--- src/rtl/trp_pkg.sv ---
// Shared types and constants for the turtle raster plotter.
// Holds the transaction payload structs, command codes, heading codes and the
// controller/datapath command and status structs. No dependencies.
package trp_pkg;

   // Raster geometry.
   localparam int GRID_SIZE = 32;
   localparam int ROW_BITS  = 32;
   localparam int ROW_COUNT = 32;

   // Command codes.
   localparam logic [2:0] OP_PEN_UP     = 3'd0;
   localparam logic [2:0] OP_PEN_DOWN   = 3'd1;
   localparam logic [2:0] OP_TURN_RIGHT = 3'd2;
   localparam logic [2:0] OP_TURN_LEFT  = 3'd3;
   localparam logic [2:0] OP_FORWARD    = 3'd4;
   localparam logic [2:0] OP_READ_ROW   = 3'd5;

   // Heading codes.
   localparam logic [1:0] HEAD_EAST  = 2'd0;
   localparam logic [1:0] HEAD_SOUTH = 2'd1;
   localparam logic [1:0] HEAD_WEST  = 2'd2;
   localparam logic [1:0] HEAD_NORTH = 2'd3;

   typedef struct packed {
      logic [2:0] operation;
      logic [4:0] distance;
      logic [4:0] row_index;
   } req_type;

   typedef struct packed {
      logic [4:0]  pos_row;
      logic [4:0]  pos_col;
      logic [1:0]  heading;
      logic        pen_is_down;
      logic        move_error;
      logic [31:0] row_bits;
   } rsp_type;

   // Controller to datapath commands.
   typedef struct packed {
      logic load_req;     // capture the accepted command
      logic exec;         // carry out the captured command
      logic vstep;        // mark one row of a vertical move
      logic finish_move;  // commit the new position of a vertical move
      logic load_rsp;     // load the result register
   } trp_cmd_type;

   // Datapath to controller status.
   typedef struct packed {
      logic needs_steps;  // command is an in-range vertical pen-down move of nonzero length
      logic last_step;    // current vertical step is the final cell
   } trp_status_type;

endpackage

--- src/rtl/turtle_raster_plotter_unit.sv ---
// A transaction is captured, executed and, once the result register is free, loaded
// as the result; a vertical forward move with the pen down adds one step per cell moved.
// A new command is taken only after the result of the last one is loaded; the
// vertical steps are set by the single raster row access done in the datapath.
// Reset (synchronous): raster cleared, turtle at (0,0) heading east, pen up.
// Depends on trp_pkg, trp_ctrl and trp_datapath.
module turtle_raster_plotter_unit (
   input  logic             clock,
   input  logic             reset,
   input  logic             req_valid,
   output logic             req_stall,
   input  trp_pkg::req_type req_data,
   output logic             rsp_valid,
   input  logic             rsp_stall,
   output trp_pkg::rsp_type rsp_data
);
   import trp_pkg::*;

   trp_cmd_type    cmd;
   trp_status_type status;

   // Sequencing.
   trp_ctrl u_ctrl (
      .clock     (clock),
      .reset     (reset),
      .req_valid (req_valid),
      .req_stall (req_stall),
      .rsp_valid (rsp_valid),
      .rsp_stall (rsp_stall),
      .status    (status),
      .cmd       (cmd)
   );

   // Turtle state, raster and result register.
   trp_datapath u_datapath (
      .clock    (clock),
      .reset    (reset),
      .req_data (req_data),
      .cmd      (cmd),
      .status   (status),
      .rsp_data (rsp_data)
   );

endmodule

--- src/rtl/trp_ctrl.sv ---
// Controller state machine for the turtle raster plotter.
// Sequences command capture, execution, vertical marking steps and result load.
// Depends on trp_pkg.
module trp_ctrl (
   input  logic                    clock,
   input  logic                    reset,
   input  logic                    req_valid,
   output logic                    req_stall,
   output logic                    rsp_valid,
   input  logic                    rsp_stall,
   input  trp_pkg::trp_status_type status,
   output trp_pkg::trp_cmd_type    cmd
);
   import trp_pkg::*;

   localparam logic [1:0] ST_IDLE   = 2'd0;
   localparam logic [1:0] ST_EXEC   = 2'd1;
   localparam logic [1:0] ST_VSTEP  = 2'd2;
   localparam logic [1:0] ST_REPORT = 2'd3;

   logic [1:0] state_ff;
   logic [1:0] state_in;
   logic       rsp_valid_ff;
   logic       rsp_valid_in;
   logic       slot_free;

   // The result register can take a new transaction when empty or draining.
   assign slot_free = !rsp_valid_ff || !rsp_stall;

   // Next state and command decode.
   always_comb begin
      state_in = state_ff;
      cmd      = '0;
      unique case (state_ff)
         ST_IDLE: begin
            if (req_valid) begin
               cmd.load_req = 1'b1;
               state_in     = ST_EXEC;
            end
         end
         ST_EXEC: begin
            cmd.exec = 1'b1;
            state_in = status.needs_steps ? ST_VSTEP : ST_REPORT;
         end
         ST_VSTEP: begin
            cmd.vstep = 1'b1;
            if (status.last_step) begin
               cmd.finish_move = 1'b1;
               state_in        = ST_REPORT;
            end
         end
         ST_REPORT: begin
            if (slot_free) begin
               cmd.load_rsp = 1'b1;
               state_in     = ST_IDLE;
            end
         end
         default: begin
            state_in = ST_IDLE;
         end
      endcase
   end

   // Result valid is set on load and cleared once the transaction is taken.
   always_comb begin
      rsp_valid_in = rsp_valid_ff;
      if (cmd.load_rsp) begin
         rsp_valid_in = 1'b1;
      end else if (rsp_valid_ff && !rsp_stall) begin
         rsp_valid_in = 1'b0;
      end
   end

   always_ff @(posedge clock) begin
      if (reset) begin
         state_ff     <= ST_IDLE;
         rsp_valid_ff <= 1'b0;
      end else begin
         state_ff     <= state_in;
         rsp_valid_ff <= rsp_valid_in;
      end
   end

   assign req_stall = (state_ff != ST_IDLE);
   assign rsp_valid = rsp_valid_ff;

endmodule

--- src/rtl/trp_datapath.sv ---
// Datapath for the turtle raster plotter: turtle state, raster rows,
// bounds check, marking masks and the result register.
// Depends on trp_pkg.
module trp_datapath (
   input  logic                    clock,
   input  logic                    reset,
   input  trp_pkg::req_type        req_data,
   input  trp_pkg::trp_cmd_type    cmd,
   output trp_pkg::trp_status_type status,
   output trp_pkg::rsp_type        rsp_data
);
   import trp_pkg::*;

   localparam logic [5:0]          GRID_LIMIT = 6'(GRID_SIZE);
   localparam logic [ROW_BITS-1:0] ALL_ONES   = '1;

   req_type               cmd_ff;
   logic [4:0]            row_ff, row_in;
   logic [4:0]            col_ff, col_in;
   logic [1:0]            head_ff, head_in;
   logic                  pen_ff, pen_in;
   logic                  err_ff, err_in;
   logic [ROW_BITS-1:0]   bits_ff, bits_in;
   logic [4:0]            step_ff, step_in;
   logic [ROW_BITS-1:0]   raster_ff [ROW_COUNT];
   rsp_type               rsp_ff;

   logic [4:0]            new_row, new_col;
   logic                  fwd_ok;
   logic                  vertical;
   logic [4:0]            mask_lo, mask_hi;
   logic [ROW_BITS-1:0]   hmask, cell_bit;
   logic [4:0]            acc_addr;
   logic [ROW_BITS-1:0]   acc_row;
   logic                  wr_en;
   logic [ROW_BITS-1:0]   wr_mask;

   // Bounds check and target position of a forward move.
   always_comb begin
      new_row = row_ff;
      new_col = col_ff;
      fwd_ok  = 1'b0;
      unique case (head_ff)
         HEAD_EAST: begin
            fwd_ok  = ({1'b0, col_ff} + {1'b0, cmd_ff.distance}) < GRID_LIMIT;
            new_col = col_ff + cmd_ff.distance;
         end
         HEAD_SOUTH: begin
            fwd_ok  = ({1'b0, row_ff} + {1'b0, cmd_ff.distance}) < GRID_LIMIT;
            new_row = row_ff + cmd_ff.distance;
         end
         HEAD_WEST: begin
            fwd_ok  = cmd_ff.distance <= col_ff;
            new_col = col_ff - cmd_ff.distance;
         end
         HEAD_NORTH: begin
            fwd_ok  = cmd_ff.distance <= row_ff;
            new_row = row_ff - cmd_ff.distance;
         end
         default: begin
            fwd_ok = 1'b0;
         end
      endcase
   end

   assign vertical = (head_ff == HEAD_SOUTH) || (head_ff == HEAD_NORTH);

   assign status.needs_steps = (cmd_ff.operation == OP_FORWARD) && fwd_ok && pen_ff
                               && vertical && (cmd_ff.distance != 5'd0);
   assign status.last_step   = (step_ff == cmd_ff.distance);

   // Cells passed by a horizontal move span one contiguous run in the row.
   always_comb begin
      if (head_ff == HEAD_WEST) begin
         mask_lo = col_ff - cmd_ff.distance;
         mask_hi = col_ff - 5'd1;
      end else begin
         mask_lo = col_ff + 5'd1;
         mask_hi = col_ff + cmd_ff.distance;
      end
      hmask    = (ALL_ONES >> (5'd31 - mask_hi)) & (ALL_ONES << mask_lo);
      cell_bit = ROW_BITS'(1) << col_ff;
   end

   // Single raster access: one row address, read and optionally OR-written.
   always_comb begin
      acc_addr = row_ff;
      wr_en    = 1'b0;
      wr_mask  = cell_bit;
      if (cmd.vstep) begin
         acc_addr = (head_ff == HEAD_SOUTH) ? (row_ff + step_ff) : (row_ff - step_ff);
         wr_en    = 1'b1;
      end else if (cmd.exec) begin
         unique case (cmd_ff.operation)
            OP_PEN_DOWN: begin
               wr_en = 1'b1;
            end
            OP_FORWARD: begin
               wr_en   = fwd_ok && pen_ff && !vertical && (cmd_ff.distance != 5'd0);
               wr_mask = hmask;
            end
            OP_READ_ROW: begin
               acc_addr = cmd_ff.row_index;
            end
            default: begin
               wr_en = 1'b0;
            end
         endcase
      end
   end

   assign acc_row = raster_ff[acc_addr];

   // Turtle state updates.
   always_comb begin
      row_in  = row_ff;
      col_in  = col_ff;
      head_in = head_ff;
      pen_in  = pen_ff;
      err_in  = err_ff;
      bits_in = bits_ff;
      step_in = step_ff;
      if (cmd.exec) begin
         err_in  = 1'b0;
         bits_in = '0;
         step_in = 5'd1;
         unique case (cmd_ff.operation)
            OP_PEN_UP:     pen_in  = 1'b0;
            OP_PEN_DOWN:   pen_in  = 1'b1;
            OP_TURN_RIGHT: head_in = head_ff + 2'd1;
            OP_TURN_LEFT:  head_in = head_ff - 2'd1;
            OP_FORWARD: begin
               err_in = !fwd_ok;
               if (fwd_ok && !status.needs_steps) begin
                  row_in = new_row;
                  col_in = new_col;
               end
            end
            OP_READ_ROW: begin
               if ({1'b0, cmd_ff.row_index} < GRID_LIMIT) begin
                  bits_in = acc_row;
               end
            end
            default: begin
               err_in = 1'b0;
            end
         endcase
      end
      if (cmd.vstep) begin
         step_in = step_ff + 5'd1;
      end
      if (cmd.finish_move) begin
         row_in = new_row;
         col_in = new_col;
      end
   end

   // Turtle registers and command capture.
   always_ff @(posedge clock) begin
      if (reset) begin
         row_ff  <= 5'd0;
         col_ff  <= 5'd0;
         head_ff <= HEAD_EAST;
         pen_ff  <= 1'b0;
      end else begin
         row_ff  <= row_in;
         col_ff  <= col_in;
         head_ff <= head_in;
         pen_ff  <= pen_in;
      end
   end

   always_ff @(posedge clock) begin
      if (cmd.load_req) begin
         cmd_ff <= req_data;
      end
      err_ff  <= err_in;
      bits_ff <= bits_in;
      step_ff <= step_in;
   end

   // Raster rows, cleared at reset.
   always_ff @(posedge clock) begin
      if (reset) begin
         for (int i = 0; i < ROW_COUNT; i++) begin
            raster_ff[i] <= '0;
         end
      end else if (wr_en) begin
         raster_ff[acc_addr] <= acc_row | wr_mask;
      end
   end

   // Result register.
   always_ff @(posedge clock) begin
      if (cmd.load_rsp) begin
         rsp_ff.pos_row     <= row_ff;
         rsp_ff.pos_col     <= col_ff;
         rsp_ff.heading     <= head_ff;
         rsp_ff.pen_is_down <= pen_ff;
         rsp_ff.move_error  <= err_ff;
         rsp_ff.row_bits    <= bits_ff;
      end
   end

   assign rsp_data = rsp_ff;

endmodule

--- config.mk ---
export PLATFORM = sky130hd
export DESIGN_NAME = turtle_raster_plotter_unit
export DESIGN_NICKNAME = d
export VERILOG_FILES = /design/src/rtl/trp_pkg.sv /design/src/rtl/turtle_raster_plotter_unit.sv /design/src/rtl/trp_ctrl.sv /design/src/rtl/trp_datapath.sv
export SDC_FILE = /design/constraint.sdc
export NUM_CORES = 2
export LEC_CHECK = 0
export ABC_AREA = 1
export BUFFER_PORTS_ARGS = -buffer_cell sky130_fd_sc_hd__buf_2
export CAP_MARGIN = 20
export CELL_PAD_IN_SITES_DETAIL_PLACEMENT = 0
export CELL_PAD_IN_SITES_GLOBAL_PLACEMENT = 2
export CORE_MARGIN = 1
export CORE_UTILIZATION = 38
export CTS_BUF_LIST = sky130_fd_sc_hd__clkbuf_4
export CTS_CLUSTER_DIAMETER = 30
export DETAILED_ROUTE_END_ITERATION = 16
export PLACE_DENSITY = 0.88
export SYNTH_ARGS = -nofsm -noshare
export SYNTH_HDL_FRONTEND = slang
export SYNTH_SLANG_ARGS = --single-unit
--- constraint.sdc ---
create_clock -name clock -period 4.65 [get_ports clock]
set_clock_uncertainty 0.05 [all_clocks]
set_input_delay 0.93 -clock clock [delete_from_list [all_inputs] [get_ports clock]]
set_output_delay 0.93 -clock clock [all_outputs]
set_load 0.005 [all_outputs]
; ---- After elaboration in Yosys (flattened, before gate mapping)
; Memory sizes are Yosys's and may differ from the RTL's.
; Cells that the tools add are included.
[word_totals]
reg_bits = 113
ramBits = 1024
in_bits = 17
out_inout_bits = 48
elab_cells = 139
n_memories = 1
[classes]
n_addsub = 14
order_cmp = 4
n_eq_ne = 15
shifts = 3
muxes = 49
bitwise = 2
reduce_logical = 33
[mem_list]
columns = name, depth, word_bits, read_ports, rd_clocked_by_memory_dff, write_ports, line_no
row1 = u_datapath.raster_ff, 32, 32, 1, 0, 32, trp_datapath.sv:25  ; logic [ROW_BITS-1:0] raster_ff [ROW_COUNT];
[op_table]
columns = op, count
row1 = $mux 32, 4
row2 = $mux 5, 17
row3 = $and 32x32->32, 1
row4 = $or 32x32->32, 1
row5 = $reduce_or 32->1, 1
row6 = $shl 1x5->32 const A, 1
row7 = $shl 32x5->32 const A, 1
row8 = $shr 32x5->32 const A, 1
row9 = $pmux 5 s2, 2
row10 = $mux 1, 17
row11 = $reduce_bool 2->1, 8
row12 = $add 5x5->5, 3
row13 = $sub 5x5->5, 3
row14 = $add 5x5->6, 2
row15 = $lt 6x6->1 const B, 2
row16 = $add 5x1->5 const B, 2
row17 = $le 5x5->1, 2
row18 = $logic_and 1x1->1, 9
row19 = $eq 2x2->1 const B, 4
row20 = $mux 2, 4
row21 = $pmux 2 s4, 1
row22 = $eq 3x2->1 const B, 2
row23 = $eq 3x3->1 const B, 2
row24 = $reduce_and 3->1, 2
row25 = other kinds (18), 28

; ---- Longest topological paths before layout
[logic_depth]
word_depth = 14
depth_mapped = 23

; ---- Modules after synthesis
; Synthesis repeated with hierarchy kept, for this count alone.
[unflattened]
hier_cells = 7118
area_unflattened_um2 = 58203.3
[by_module_without_submodules]
columns = module, instances, cells_each, area_per_inst_um2, seq_area_each_um2
row1 = trp_datapath, 1, 7080, 57944.3, 33922.5
row2 = trp_ctrl, 1, 38, 259.0, 60.1

; ---- Worst setup path after synthesis
; No wires, ideal clock.
[synth_path]
path_type = register to register
startpoint = register u_ctrl.state_ff[1]
endpoint = memory u_datapath.raster_ff[11][0] (enable)
setup_ns = 0.389
t_arrival_ns = 3.903
required_ns = 4.211
slack_ns = 0.307
path_stages_with_launch = 17
path_buffers = 4
period_less_slack_ns = 4.343
cell_sequence = dfxtp_1 -> inv_1 -> ha_1 -> buf_2 -> nand4_2 -> inv_2 -> nand2_1 -> nand3_1 -> o21ai_2 -> buf_2 -> buf_2 -> nor2_2 -> inv_2 -> nor2_1 -> nand3_1 -> clkbuf_1 -> nand2_1
[synth_rtl]
columns = item, line_no
row1 = from (decl), trp_ctrl.sv:21  ; logic [1:0] state_ff;
row2 = from (signal assigned), trp_ctrl.sv:79  ; state_ff <= state_in;
row3 = to (decl), trp_datapath.sv:25

==> flow_summary.ini <==
[worst_setup_path]
arrival_ps = 5430
cp_slowest_cell = nor2_2
critical_path_buf_inv_count = 6
crit_chain = inv_1 -> ha_1 -> inv_1 -> o21ai_0 -> inv_1 -> fa_1 -> inv_1 -> o21ai_4 -> inv_8 -> buf_4 -> nand2_1 -> nand2_1 -> nand2_1 -> nand2_1 -> nor2_1 -> nand2_1 -> nor2_2 -> nor2_1
cp_common_cell = nand2_1
crit_family = simple AND/OR/NAND/NOR gates
critical_path_class = reg2reg
crit_path_end_kind = flip-flop
critPathMaxStageDelay_ps = 910
cp.required_ps = 5600
critPathMaxFanout = 31
startpoint_type = flip-flop

[clock_tree]
cts_tree = done
clkSinkCount = 1137
clk_latency_ps = 1340
ctsHtreeMaxLevel = 5
clk_path_buf_depth = 4
numCtsBuffers = 347
cts.clk_slew.worst_paths_ps = 60
cts_root_buffer = clkbuf_4

[timing]
worst_pin_slew_ps = 1440
grt_setup_unrepaired = true
max_freq_mhz = 223
fin_tns_setup_ps = 0
setup_viol = 0
post-route-period-util_pct = 96.5
final_hold_viol_count = 0
period_minus_slack_ps = 4490
layout_setup_ws_ps = 162
timing.slew.headroom_pct = 3.14
drv_slew = 0

[detailed_routing]
avgRoutedWirePerCell_um = 22.5
finalWirelength_mm = 196
antenna_left = 0
via_count = 44331
drtPass1Iterations = 12
drt_iter0_drc = 4077
via_per_inst = 5.09
drc = 12

[global_route]
grt_first_pass_wirelength_mm = 279
grt_overflow = 0
track_usage_pct = 26.0
grt_pass1_vias = 42930
grt_max_degree = 55
antenna_found_initial = 5

[power]
clkPwrFrac_pct = 23.8
seq_power_share_pct = 30.1
swShare_pct = 45.9
p_comb_share_pct = 46.1
p_per_area_nw_per_um2 = 639
p_leak_nw = 27.8
power.total_mw = 40.6
ir_drop_uv = 551
p_int_mw = 21.9
p_sw_mw = 18.6

[place]
pre_cts_ws_ps = 121
io_buffers = 64
post-dp-hpwl_mm = 121
gp_congestion = 0.920
placedCellCount = 8066

[floorplan]
die_area_um2 = 146000
start_util_pct = 38.3
die_width_um = 382
core_area_um2 = 144000
row_count = 139
fp.dieH_um = 382
ios = 65

[run]
maxCapViolCount = 0

[yosys]
syn_avg_cell_area_um2 = 8.82
synth_area_um2 = 55000
ys_seq_area_share_pct = 61.8
yosys.cell_types.count = 44
ys_warn_count = 0
async_reset_ff_share_pct = 0
synth_edf_count = 1121
syn-num-nets = 6300
ys_ff_latch = 1137
synth_cells = 6236
ys.flop_type = edfxtp_1

[layout]
drive_gt1_share_pct = 14.7
syn2layout_area_growth_pct = 15.4
stdcell_count = 8706
finalNetCount = 6621
finish.utilization_pct = 44.2

[outcome]
status = finished, violations left
violations = DRC

[worst_hold_path]
hold_path_class = in2reg
## logic make-up (layout without fill, tap and decap cells)
kind of cell / Yosys count / after routing / share of synthesized area (%)
xor+xnor: 17 / 17 / 0.271
fa+ha+maj: 47 / 47 / 1.14
simple gates: 4281 / 4293 / 30.1
other cells: 0 / 3 / 0
flops: 1137 / 1137 / 61.8
compound gates: 140 / 140 / 1.43
buf+inv: 614 / 1166 / 5.29
## synth_stat cells, types with 8 or more instances
cell type | number | area share (%)
a21oi_1 | 61 | 0.56
buf_1 | 13 | 0.089
buf_2 | 194 | 1.8
buf_4 | 93 | 1.3
clkbuf_1 | 121 | 0.83
dfxtp_1 | 16 | 0.58
edfxtp_1 | 1121 | 61
ha_1 | 42 | 0.96
inv_1 | 177 | 1.2
inv_2 | 13 | 0.089
nand2_1 | 2949 | 20
nand3_1 | 102 | 0.93
nand3b_1 | 14 | 0.19
nand4_1 | 13 | 0.15
nor2_1 | 1131 | 7.7
nor2_2 | 39 | 0.44
nor3_1 | 15 | 0.14
o21ai_0 | 45 | 0.41
o22ai_1 | 8 | 0.091
xor2_1 | 13 | 0.21
## stage by stage
stage / cell area, um2 / hold slack, ps
finish: 63500 / 200
global route: 63400 / 135
CTS: 63000 / 15.3
detailed placement: 58500 / 355
global placement: 58500 / 356
floorplan: 55000 / 350
## power by group through the flow
stage | clock [mW] | sequential (mW) | combinational, mW
6_report | 9.66 | 12.2 | 18.7
2_1_floorplan | 0 | 12.4 | 10.0
4_1_cts | 9.88 | 12.2 | 17.1
3_5_place_dp | 0 | 12.4 | 17.1
5_1_grt | 10.4 | 12.2 | 19.7
3_3_place_gp | 0 | 12.4 | 17.0
## layer usage
metal / vias to the layer above / share of wire, % / track usage, %
li1: 20663 / - / -
met1: 21384 / 41 / 33.9
met2: 1943 / 47 / 42.2
met3: 339 / 7.6 / 4.73
met4: 2 / 4.0 / 11.1
met5: - / 0.0066 / 0
## area by class of cell
type / count / area [um2]
diodes: 3 / 7.51
clock buffers: 492 / 3690
clock inverters: 100 / 607
fillers: 14242 / 80200
inverters: 192 / 732
multi-input cells: 4497 / 18500
flip-flops and latches: 1137 / 34000
well taps: 1903 / 2380
repair buffers: 382 / 3590
## final timing paths
| check | startpoint | cells past startpoint | to | slack, ps |
|---|---|---|---|---|
| setup / recovery | u_datapath.step_ff[1] | 18 | u_datapath.raster_ff[8][0] | 160 |
| hold / removal | req_valid | 5 | u_ctrl.state_ff[0] | 200 |
| setup reg to reg | u_datapath.step_ff[1] | 18 | u_datapath.raster_ff[8][0] | 160 |
| hold reg to reg | u_datapath.bits_ff[6] | 0 | u_datapath.rsp_data[6] | 370 |
## worst min-delay path: cells and delay by family
kind            cells  cell delay, ps
simple gates        1             130
buf+inv             1              90
compound gates      3             290
## state kept, by name, summed over array words and instances, names as in the netlist
signal	count
u_ctrl.rsp_valid	1
u_datapath.rsp_data	46
u_datapath.step_ff	5
u_ctrl.state_ff	2
u_datapath.bits_ff	32
u_datapath.err_ff	1
u_datapath.row_ff	5
u_datapath.cmd_ff	13
u_datapath.col_ff	5
u_datapath.head_ff	2
u_datapath.pen_ff	1
u_datapath.raster_ff	1024
## placed cells by master, fill, tap and decap left out, types with 49 or more instances in the layout
cell type / count
edfxtp_1: 1121
clkinv_1: 57
nor2_1: 1130
inv_1: 177
buf_12: 66
buf_2: 64
nand3_1: 102
nand2_1: 2943
clkbuf_4: 492
buf_4: 235
nor2_4: 49
a21oi_1: 60
## what timing repair did
| action | CTS | global route |
|---|---|---|
| buffers inserted | 0 | 17 |
| hold buffers | 15 | 0 |
| endpoints found under the hold margin | 15 | 0 |
| endpoints found under the setup margin | 0 | 437 |
| resized for setup | 0 | 15 |
Note: power is estimated with default switching activity, not from simulation.
